File: config.mk
export PLATFORM = sky130hd
export DESIGN_NAME = joystick_calibrate_normalize
export DESIGN_NICKNAME = d
export VERILOG_FILES = /design/src/rtl/jcn_pkg.sv /design/src/rtl/joystick_calibrate_normalize.sv /design/src/rtl/jcn_front.sv /design/src/rtl/jcn_fifo.sv /design/src/rtl/jcn_back.sv
export VERILOG_INCLUDE_DIRS = /design/src /design/src/rtl
export SDC_FILE = /design/constraint.sdc
export NUM_CORES = 2
export LEC_CHECK = 0
export BUFFER_PORTS_ARGS = -buffer_cell sky130_fd_sc_hd__buf_2
export CORE_ASPECT_RATIO = 0.75
export CORE_UTILIZATION = 50
export DETAILED_ROUTE_END_ITERATION = 8
export PLACE_DENSITY_LB_ADDON = 0.12
export SLEW_MARGIN = 15
export SYNTH_ARGS = -nofsm -noshare
export SYNTH_HDL_FRONTEND = slang
export SYNTH_SLANG_ARGS = --single-unit
File: constraint.sdc
create_clock -name i_clk -period 36.9 [get_ports i_clk]
set_input_delay 1.845 -clock i_clk [delete_from_list [all_inputs] [get_ports i_clk]]
set_output_delay 1.845 -clock i_clk [all_outputs]
set_load 0.01 [all_outputs]
File: src/rtl/joystick_calibrate_normalize_assert.svh
// Assertion macros for the joystick calibrate/normalize block.
`ifndef JOYSTICK_CALIBRATE_NORMALIZE_ASSERT_SVH
`define JOYSTICK_CALIBRATE_NORMALIZE_ASSERT_SVH

// Same-cycle implication, checked outside reset.
`define JCN_ASSERT_NOW(lbl, pre, post) \
    lbl: assert property (@(posedge i_clk) disable iff (!i_rst_n) (pre) |-> (post)) \
        else $error("jcn assertion failed");

// Next-cycle implication, checked outside reset.
`define JCN_ASSERT_NEXT(lbl, pre, post) \
    lbl: assert property (@(posedge i_clk) disable iff (!i_rst_n) (pre) |=> (post)) \
        else $error("jcn assertion failed");

`endif

File: src/rtl/jcn_pkg.sv
// Shared constants and types for the joystick calibrate/normalize block.
`timescale 1ns / 1ps
package jcn_pkg;
    localparam int NEUTRAL_SAMPLES = 20;
    localparam int EXTREME_SAMPLES = 200;
    localparam int DIV_STEPS       = 30;   // bits of |d| * 32768
    localparam int QDEPTH          = 2;

    // neutral average as a reciprocal multiply: floor(sum * RECIP >> SHIFT) equals
    // sum / NEUTRAL_SAMPLES for any 20-bit sum and any sample count up to 32
    localparam int         NEUTRAL_SHIFT = 25;
    localparam logic [25:0] NEUTRAL_RECIP =
        26'(((64'd1 << NEUTRAL_SHIFT) + 64'(NEUTRAL_SAMPLES) - 64'd1) / 64'(NEUTRAL_SAMPLES));

    localparam logic [1:0] MODE_NORMAL  = 2'd0;
    localparam logic [1:0] MODE_NEUTRAL = 2'd1;
    localparam logic [1:0] MODE_EXTREME = 2'd2;

    typedef struct packed {
        logic               cal;     // calibrated path
        logic signed [15:0] d;       // raw - centre
        logic signed [15:0] span;    // half-span on the matching side
        logic signed [15:0] direct;  // uncalibrated result
    } t_axis;

    typedef struct packed {
        t_axis x;
        t_axis y;
        logic  pressed;
        logic  is_cal;
        logic  done;
    } t_item;
endpackage

File: src/rtl/joystick_calibrate_normalize.sv
// Top level: joystick calibration and Q1.15 normalization.
//
//  channel   dir  width  contents (lowest bit first)
//  s_axis    in   40     x_word[15:0], y_word[31:16], button_level[32], zero pad
//  m_axis    out  40     x_norm[15:0], y_norm[31:16], pressed[32], is_calibrated[33],
//                        phase_done[34], zero pad
//  cfg       in   2      mode, written when i_cfg_we is high
//
//  Each beat passes through the back end in order: a load from the queue, the restoring
//  divider (both axes in parallel, one quotient bit per cycle), then a move into the
//  output register once that register is free. The divider sets the sustained rate.
//  The front end takes a beat whenever the 2-entry queue has room, so input and
//  output stall independently. Reset (i_rst_n low, synchronous) restores the
//  default centre, full-range bounds, mode normal and an empty queue.
`timescale 1ns / 1ps
`include "joystick_calibrate_normalize_assert.svh"
module joystick_calibrate_normalize import jcn_pkg::*; (
    input  logic        i_clk,
    input  logic        i_rst_n,
    input  logic        i_cfg_we,
    input  logic [1:0]  i_cfg_wdata,
    input  logic        s_axis_tvalid,
    output logic        s_axis_tready,
    input  logic [39:0] s_axis_tdata,   // x_word, y_word, button_level
    output logic        m_axis_tvalid,
    input  logic        m_axis_tready,
    output logic [39:0] m_axis_tdata    // x_norm, y_norm, pressed, is_calibrated, phase_done
);
    t_item push_item, pop_item;
    logic  push, pop, q_empty, q_full;
    logic [$clog2(QDEPTH+1)-1:0] q_count;

    // classify / capture
    jcn_front u_front (
        .i_clk, .i_rst_n,
        .i_cfg_we, .i_cfg_wdata,
        .i_valid  (s_axis_tvalid),
        .o_ready  (s_axis_tready),
        .i_data   (s_axis_tdata[32:0]),
        .i_q_full (q_full),
        .o_push   (push),
        .o_item   (push_item)
    );

    jcn_fifo u_fifo (
        .i_clk, .i_rst_n,
        .i_push  (push),
        .i_item  (push_item),
        .i_pop   (pop),
        .o_item  (pop_item),
        .o_empty (q_empty),
        .o_full  (q_full),
        .o_count (q_count)
    );

    // divide / saturate
    jcn_back u_back (
        .i_clk, .i_rst_n,
        .i_q_empty (q_empty),
        .i_item    (pop_item),
        .o_pop     (pop),
        .o_tvalid  (m_axis_tvalid),
        .i_tready  (m_axis_tready),
        .o_tdata   (m_axis_tdata)
    );

    `JCN_ASSERT_NOW(a_no_push_full, push, !q_full)
    `JCN_ASSERT_NEXT(a_push_lands, push, q_count != '0)
    `JCN_ASSERT_NOW(a_no_pop_empty, pop, !q_empty)
endmodule

File: src/rtl/jcn_front.sv
// Front end: clamps samples, runs neutral/extreme capture and queues work for the divider.
`timescale 1ns / 1ps
module jcn_front import jcn_pkg::*; (
    input  logic        i_clk,
    input  logic        i_rst_n,
    input  logic        i_cfg_we,
    input  logic [1:0]  i_cfg_wdata,
    input  logic        i_valid,
    output logic        o_ready,
    input  logic [32:0] i_data,
    input  logic        i_q_full,
    output logic        o_push,
    output t_item       o_item
);
    logic [1:0]  r_mode, n_mode;
    logic [14:0] r_cx, n_cx, r_cy, n_cy;
    logic [14:0] r_lox, n_lox, r_hix, n_hix, r_loy, n_loy, r_hiy, n_hiy;
    logic [14:0] r_tb [4];
    logic [14:0] n_tb [4];
    logic [19:0] r_sumx, n_sumx, r_sumy, n_sumy;
    logic [7:0]  r_cnt, n_cnt;
    logic        r_cal, n_cal;
    logic        done;
    logic [14:0] rx, ry;

    function automatic t_axis axis_calc(input logic [14:0] raw, input logic [14:0] c,
                                        input logic [14:0] lo, input logic [14:0] hi,
                                        input logic cal);
        t_axis a;
        a.cal    = cal;
        a.d      = $signed({1'b0, raw}) - $signed({1'b0, c});
        a.span   = (raw < c) ? $signed({1'b0, c}) - $signed({1'b0, lo})
                             : $signed({1'b0, hi}) - $signed({1'b0, c});
        a.direct = {raw, 1'b0} ^ 16'h8000;
        return a;
    endfunction

    // sum / NEUTRAL_SAMPLES, low 15 bits
    function automatic logic [14:0] neutral_avg(input logic [19:0] s);
        logic [45:0] p;
        p = {26'd0, s} * {20'd0, NEUTRAL_RECIP};
        return p[NEUTRAL_SHIFT+14:NEUTRAL_SHIFT];
    endfunction

    assign o_ready = !i_q_full;
    assign o_push  = i_valid && o_ready;
    assign rx = i_data[15] ? 15'd0 : i_data[14:0];
    assign ry = i_data[31] ? 15'd0 : i_data[30:16];

    always_comb begin
        n_mode = r_mode; n_cx = r_cx; n_cy = r_cy;
        n_lox = r_lox; n_hix = r_hix; n_loy = r_loy; n_hiy = r_hiy;
        n_tb = r_tb; n_sumx = r_sumx; n_sumy = r_sumy; n_cnt = r_cnt; n_cal = r_cal;
        done = 1'b0;
        if (i_cfg_we) begin
            n_mode = i_cfg_wdata;
            n_cnt  = '0;
            n_sumx = '0;
            n_sumy = '0;
        end else if (o_push) begin
            unique case (r_mode)
                MODE_NEUTRAL: begin
                    n_sumx = r_sumx + {5'd0, rx};
                    n_sumy = r_sumy + {5'd0, ry};
                    n_cnt  = r_cnt + 8'd1;
                    if (n_cnt >= 8'(NEUTRAL_SAMPLES)) begin
                        n_cx   = neutral_avg(n_sumx);
                        n_cy   = neutral_avg(n_sumy);
                        n_sumx = '0;
                        n_sumy = '0;
                        n_cnt  = '0;
                        done   = 1'b1;
                    end
                end
                MODE_EXTREME: begin
                    if (r_cnt == 8'd0) begin
                        n_tb[0] = r_cx; n_tb[1] = r_cx;
                        n_tb[2] = r_cy; n_tb[3] = r_cy;
                    end
                    if (rx < n_tb[0]) n_tb[0] = rx;
                    if (rx > n_tb[1]) n_tb[1] = rx;
                    if (ry < n_tb[2]) n_tb[2] = ry;
                    if (ry > n_tb[3]) n_tb[3] = ry;
                    n_cnt = r_cnt + 8'd1;
                    if (n_cnt >= 8'(EXTREME_SAMPLES)) begin
                        n_lox = n_tb[0]; n_hix = n_tb[1];
                        n_loy = n_tb[2]; n_hiy = n_tb[3];
                        n_cal = 1'b1;
                        n_cnt = '0;
                        done  = 1'b1;
                    end
                end
                default: begin
                end
            endcase
        end
    end

    always_comb begin
        o_item.x       = axis_calc(rx, n_cx, n_lox, n_hix, n_cal);
        o_item.y       = axis_calc(ry, n_cy, n_loy, n_hiy, n_cal);
        o_item.pressed = !i_data[32];
        o_item.is_cal  = n_cal;
        o_item.done    = done;
    end

    always_ff @(posedge i_clk) begin
        if (!i_rst_n) begin
            r_mode <= MODE_NORMAL;
            r_cx <= 15'd16384; r_cy <= 15'd16384;
            r_lox <= '0; r_hix <= 15'd32767; r_loy <= '0; r_hiy <= 15'd32767;
            r_tb <= '{default: '0};
            r_sumx <= '0; r_sumy <= '0; r_cnt <= '0; r_cal <= 1'b0;
        end else begin
            r_mode <= n_mode;
            r_cx <= n_cx; r_cy <= n_cy;
            r_lox <= n_lox; r_hix <= n_hix; r_loy <= n_loy; r_hiy <= n_hiy;
            r_tb <= n_tb;
            r_sumx <= n_sumx; r_sumy <= n_sumy; r_cnt <= n_cnt; r_cal <= n_cal;
        end
    end
endmodule

File: src/rtl/jcn_fifo.sv
// Two-entry queue between the front end and the divider.
`timescale 1ns / 1ps
module jcn_fifo import jcn_pkg::*; (
    input  logic  i_clk,
    input  logic  i_rst_n,
    input  logic  i_push,
    input  t_item i_item,
    input  logic  i_pop,
    output t_item o_item,
    output logic  o_empty,
    output logic  o_full,
    output logic [$clog2(QDEPTH+1)-1:0] o_count
);
    localparam int PW = $clog2(QDEPTH);
    t_item r_mem [QDEPTH];
    logic [PW-1:0] r_wp, r_rp;
    logic [$clog2(QDEPTH+1)-1:0] r_count;

    assign o_empty = (r_count == '0);
    assign o_full  = (r_count == ($clog2(QDEPTH+1))'(QDEPTH));
    assign o_item  = r_mem[r_rp];
    assign o_count = r_count;

    always_ff @(posedge i_clk) begin
        if (i_push) r_mem[r_wp] <= i_item;
    end

    always_ff @(posedge i_clk) begin
        if (!i_rst_n) begin
            r_wp <= '0; r_rp <= '0; r_count <= '0;
        end else begin
            if (i_push) r_wp <= (r_wp == PW'(QDEPTH-1)) ? '0 : r_wp + 1'b1;
            if (i_pop)  r_rp <= (r_rp == PW'(QDEPTH-1)) ? '0 : r_rp + 1'b1;
            if (i_push && !i_pop) r_count <= r_count + 1'b1;
            else if (i_pop && !i_push) r_count <= r_count - 1'b1;
        end
    end
endmodule

File: src/rtl/jcn_back.sv
// Back end: bit-serial restoring divide for both axes, saturation, output register.
`timescale 1ns / 1ps
module jcn_back import jcn_pkg::*; (
    input  logic        i_clk,
    input  logic        i_rst_n,
    input  logic        i_q_empty,
    input  t_item       i_item,
    output logic        o_pop,
    output logic        o_tvalid,
    input  logic        i_tready,
    output logic [39:0] o_tdata
);
    typedef enum logic [1:0] {ST_IDLE, ST_DIV, ST_HOLD} t_state;
    localparam int CW = $clog2(DIV_STEPS + 1);

    t_state r_state;
    t_item  r_item;
    logic [CW-1:0]          r_step;
    logic [DIV_STEPS-1:0]   r_num [2];
    logic [DIV_STEPS-1:0]   r_q   [2];
    logic [15:0]            r_rem [2];
    logic [14:0]            r_div [2];
    logic                   r_neg [2];
    logic                   r_tvalid;
    logic [39:0]            r_tdata;

    logic [15:0] trial [2];
    t_axis       ax    [2];
    logic [15:0] res   [2];

    function automatic logic [14:0] mag15(input logic signed [15:0] v);
        logic [15:0] m;
        m = v[15] ? 16'(-v) : 16'(v);
        return m[14:0];
    endfunction

    function automatic logic [15:0] finish(input t_axis a, input logic neg,
                                           input logic [DIV_STEPS-1:0] q);
        logic [15:0] r;
        if (!a.cal) r = a.direct;
        else if (a.span == '0) r = '0;
        else if (!neg) r = (q > DIV_STEPS'(32767)) ? 16'h7FFF : q[15:0];
        else r = (q > DIV_STEPS'(32768)) ? 16'h8000 : 16'(-q[15:0]);
        return r;
    endfunction

    assign ax[0] = r_item.x;
    assign ax[1] = r_item.y;
    assign o_pop = (r_state == ST_IDLE) && !i_q_empty;
    assign o_tvalid = r_tvalid;
    assign o_tdata  = r_tdata;

    always_comb begin
        for (int i = 0; i < 2; i++) begin
            trial[i] = {r_rem[i][14:0], r_num[i][DIV_STEPS-1]};
            res[i]   = finish(ax[i], r_neg[i], r_q[i]);
        end
    end

    always_ff @(posedge i_clk) begin
        if (!i_rst_n) begin
            r_state  <= ST_IDLE;
            r_tvalid <= 1'b0;
            r_step   <= '0;
        end else begin
            // in ST_HOLD the arm below owns r_tvalid
            if (r_tvalid && i_tready && r_state != ST_HOLD) r_tvalid <= 1'b0;
            unique case (r_state)
                ST_IDLE: begin
                    if (o_pop) begin
                        r_item <= i_item;
                        r_step <= '0;
                        r_num[0] <= {mag15(i_item.x.d), 15'd0};
                        r_num[1] <= {mag15(i_item.y.d), 15'd0};
                        r_div[0] <= mag15(i_item.x.span);
                        r_div[1] <= mag15(i_item.y.span);
                        r_neg[0] <= i_item.x.d[15] ^ i_item.x.span[15];
                        r_neg[1] <= i_item.y.d[15] ^ i_item.y.span[15];
                        r_rem[0] <= '0; r_rem[1] <= '0;
                        r_q[0]   <= '0; r_q[1]   <= '0;
                        r_state  <= ST_DIV;
                    end
                end
                ST_DIV: begin
                    for (int i = 0; i < 2; i++) begin
                        r_num[i] <= {r_num[i][DIV_STEPS-2:0], 1'b0};
                        if (trial[i] >= {1'b0, r_div[i]}) begin
                            r_rem[i] <= trial[i] - {1'b0, r_div[i]};
                            r_q[i]   <= {r_q[i][DIV_STEPS-2:0], 1'b1};
                        end else begin
                            r_rem[i] <= trial[i];
                            r_q[i]   <= {r_q[i][DIV_STEPS-2:0], 1'b0};
                        end
                    end
                    r_step <= r_step + 1'b1;
                    if (r_step == CW'(DIV_STEPS - 1)) r_state <= ST_HOLD;
                end
                ST_HOLD: begin
                    if (!r_tvalid || i_tready) begin
                        r_tvalid <= 1'b1;
                        r_tdata  <= {5'd0, r_item.done, r_item.is_cal, r_item.pressed,
                                     res[1], res[0]};
                        r_state  <= ST_IDLE;
                    end
                end
                default: r_state <= ST_IDLE;
            endcase
        end
    end
endmodule
==> results.rst <==
.. list-table::
   :header-rows: 1

   * - Metric
     - Value
   * - Number of setup buffers added after CTS
     - 0
   * - Area enclosed by the die boundary
     - around 100,000 um2
   * - Die width
     - about 370 um
   * - Classification of the worst-slack hold path
     - reg -> reg
   * - Arrival time worst endpoint
     - about 16,000 ps
   * - Final critical path time including I/O delays and setup
     - 15,690 ps
   * - Count of nets left with antenna violations after detail routing
     - 0
   * - Leading register cell type out of synthesis
     - edfxtp_1
   * - Initial antenna violation count
     - 4
   * - Clk_skew
     - between 20 and 30 ps
   * - Deepest clock path buffer count
     - 3
   * - Final non-filler cell total
     - roughly 6,600
   * - Category of the critical setup timing path
     - in -> reg
   * - Share of flip-flops with an asynchronous set or reset
     - 0
   * - Clock latency on the worst-skew pair
     - between 600 and 700 ps
   * - Synth-to-Final Area Change
     - 8.279%
   * - Leak Pwr
     - about 25 nW
   * - Worst hold slack
     - around 410 ps
   * - Total setup violations reported at the end of the flow
     - 0
   * - Combined area of all synthesized cells
     - between 50,000 and 60,000 um2
   * - Power density over cell area
     - 56.32 nW/um2
   * - Outcome
     - finished clean
   * - Via density per instance
     - ~5.6
   * - Number of core rows
     - slightly above 100
   * - Initial DRT Pass Iterations
     - 6
   * - Design Power
     - 3.116 mW
   * - Routed wirelength normalized by instance count
     - around 19 um
   * - Ports placed on the boundary
     - between 80 and 90
   * - DP Worst Slack
     - approximately 21,000 ps
   * - Clock root buffer
     - clkbuf_16
   * - Storage element area
     - between 15,000 and 20,000 um2
   * - Htree depth
     - 3
   * - Max-slew violation count
     - 0
   * - Starting Density
     - 0.5048
   * - Max Cap Violations
     - 0
   * - IR Drop Worst-Case VDD
     - approximately 0.064 mV
   * - CP Launch Type
     - primary input
   * - Number of cells produced by synthesis
     - 5,178
   * - Largest stage delay on the critical path
     - about 750 ps
   * - Initial DRC Count
     - around 3,000
   * - Setup ws final
     - roughly 21,000 ps
   * - Flip-flop and latch count after synthesis
     - 660
   * - Final hold viol count
     - 0
   * - Leading cell type by number of instances after synthesis
     - inv_1
   * - Mean area per synthesized cell
     - about 10 um2
   * - Height of the die
     - 278.9 um
   * - Number of synthesized flops with an enable pin
     - approximately 450
   * - Kind of end point of the critical path
     - register
   * - Overall overflow remaining after global route
     - 0
   * - Top fanout value on the critical path
     - 22
   * - Buffers on Ports
     - 76
   * - Count of nets after finishing
     - approximately 6,000
   * - Top cells by area, synth
     - edfxtp_1 26%, ha_1 14%, fa_1 11%
   * - Achievable Freq
     - approximately 64 MHz
   * - Area share of the largest cell type after synthesis
     - 0.2615
   * - Worst endpoint required time
     - 37,240 ps
   * - Post_cts resized
     - 0
   * - Crit path top cell by count
     - ha_1
   * - Placeable core area
     - roughly 100,000 um2
   * - CTS tree
     - yes
   * - Worst rel slew slack
     - 0.2220
   * - Critical Path Slowest Stage Cell
     - xor2_1
   * - Global-route wire length before repair
     - between 150 and 200 mm
   * - RSZ-0062 raised after global routing
     - no
   * - Largest net degree at the start of global routing
     - 100
   * - Sequential share of the synthesized area
     - 0.3457
   * - Clk sinks
     - 660
   * - Final period utilization
     - 0.4251
   * - Total detailed-routing wirelength
     - between 100 and 150 mm
   * - Total negative setup slack
     - 0 ps
   * - Total clock buffers created by CTS
     - between 70 and 80
   * - Fill cell total of the finished layout
     - ~9,000
   * - Slew at the pin with the worst max-slew slack
     - between 1000 and 1500 ps
   * - Biggest area consumer among synthesized cells
     - edfxtp_1
   * - Cell Count Post-Placement
     - about 6,500
   * - HPWL after detailed placement
     - a little under 100 mm
   * - Weighted congestion reported at the end of routability-driven placement
     - slightly above 0.9
   * - Top cells by count, synth
     - 677 x inv_1, 568 x ha_1, 445 x edfxtp_1
   * - Hold-fix buffer count after cts
     - 0
   * - Overall global routing resource usage
     - 0.2462
   * - Vias in the first global route
     - roughly 35,000
   * - Count of unresolved DRC violations after routing
     - 0
   * - Routed vias
     - around 37,000
   * - Flop2flop setup slack
     - approximately 23,000 ps
   * - Clock transition at the register clock pins on the worst setup and hold paths after CTS
     - 60 ps
   * - Layout cells sized above 1
     - 0.07542
   * - Multi-input gate area
     - ~30,000 um2
   * - Yosys cell types
     - 110
   * - Synth Warn #
     - 0
## final cells by class
type / instances / area share
Clock inverter: 39 / 0.006739
Inverter: 691 / 0.04688
Clock buffer: 92 / 0.03618
Timing Repair Buffer: 141 / 0.01581
Tap cell: 1339 / 0.03028
Sequential cell: 660 / 0.3194
Antenna cell: 2 / 0.00009046
Multi-Input combinational cell: 3641 / 0.5446
## per-layer routing
metal  wire length [um]  up-vias  global-route usage
met1              64860    17611              0.3891
met4               1659        6             0.04189
li1                   -    18093                   -
met5                 36        -                   0
met2              52230      903              0.3555
met3               7767      121             0.03683
## flip-flops by register name (all words and copies together) (netlist names), 3 cells and up, named ones only
signal          count
u_front.r_cx       15
u_back.r_step       5
u_front.r_hiy      15
u_back.r_num       30
u_front.r_lox      15
u_back.ax          62
u_front.r_loy      15
u_back.o_tdata     35
u_front.r_sumy     20
u_back.r_q         60
u_back.r_item       3
u_front.r_cy       15
u_back.r_rem       30
u_front.r_cnt       8
u_fifo.r_mem      194
u_front.r_sumx     20
u_front.r_tb       60
u_front.r_hix      15
u_back.r_div       30
## power by group
part / switching, mW / internal, mW
logic: 0.829 / 0.517
clock network: 0.307 / 0.422
registers: 0.0661 / 0.976
## critical path: cells and delay by family
kind | cells | cell delay (ps)
AO/OA/AOI/OAI | 17 | 3850
buffers and inverters | 8 | 1300
AND/OR/NAND/NOR | 11 | 3450
XOR/XNOR | 3 | 1110
adder cells (fa/ha/maj) | 10 | 3990
multiplexers | 1 | 440
## layout by cell type (no fill, tap or decap), drive strengths merged, types with 30 or more instances in the layout
cell / synthesis / routed
xor2: 73 / 73
xnor2: 174 / 174
dfxtp: 215 / 215
nand2b: 39 / 39
mux2: 80 / 80
nor3: 63 / 63
ha: 568 / 568
mux2i: 99 / 99
o22ai: 46 / 46
nand3: 79 / 79
o211ai: 47 / 47
buf: 45 / 141
inv: 688 / 691
nand2: 353 / 353
fa: 282 / 282
nor2: 285 / 285
and2: 96 / 96
o31ai: 32 / 32
clkinv: 3 / 30
a21boi: 35 / 35
clkbuf: 145 / 92
nand4: 35 / 35
edfxtp: 445 / 445
a21o: 49 / 49
a21oi: 315 / 315
a22oi: 32 / 32
o21ai: 293 / 293
or3: 38 / 38
nor2b: 91 / 91
a31oi: 38 / 38
and3: 108 / 108
## worst paths after layout
kind                                   from                            end  cells after the start
max                        s_axis_tdata[15]  u_fifo.r_mem[1][81]$_DFFE_PP_                     50
max reg2reg  u_front.r_sumx[0]$_SDFFE_PP0P_  u_fifo.r_mem[1][81]$_DFFE_PP_                     45
min              u_back.r_item[2]$_DFFE_PP_   u_back.o_tdata[32]$_DFFE_PP_                      0
min reg2reg      u_back.r_item[2]$_DFFE_PP_   u_back.o_tdata[32]$_DFFE_PP_                      0
## through the flow
stage	utilization	instance area [um2]
global route	0.5465	55320
finish	0.5466	55330
CTS	0.5465	55320
floorplan	-	51110
global placement	0.5231	52950
detailed placement	0.5231	52950
## kinds of logic (layout without fill, tap and decap cells)
group,count (synthesis),after routing,share of synthesized area
other cells,1,7,0.00007339
mux,179,179,0.03727
xor+xnor,247,247,0.04234
flops,660,660,0.3457
compound gates,1067,1067,0.1309
buf+inv,881,963,0.06624
fa+ha+maj,862,862,0.2520
simple gates,1281,1281,0.1255
(Power assumes the default switching activity.)
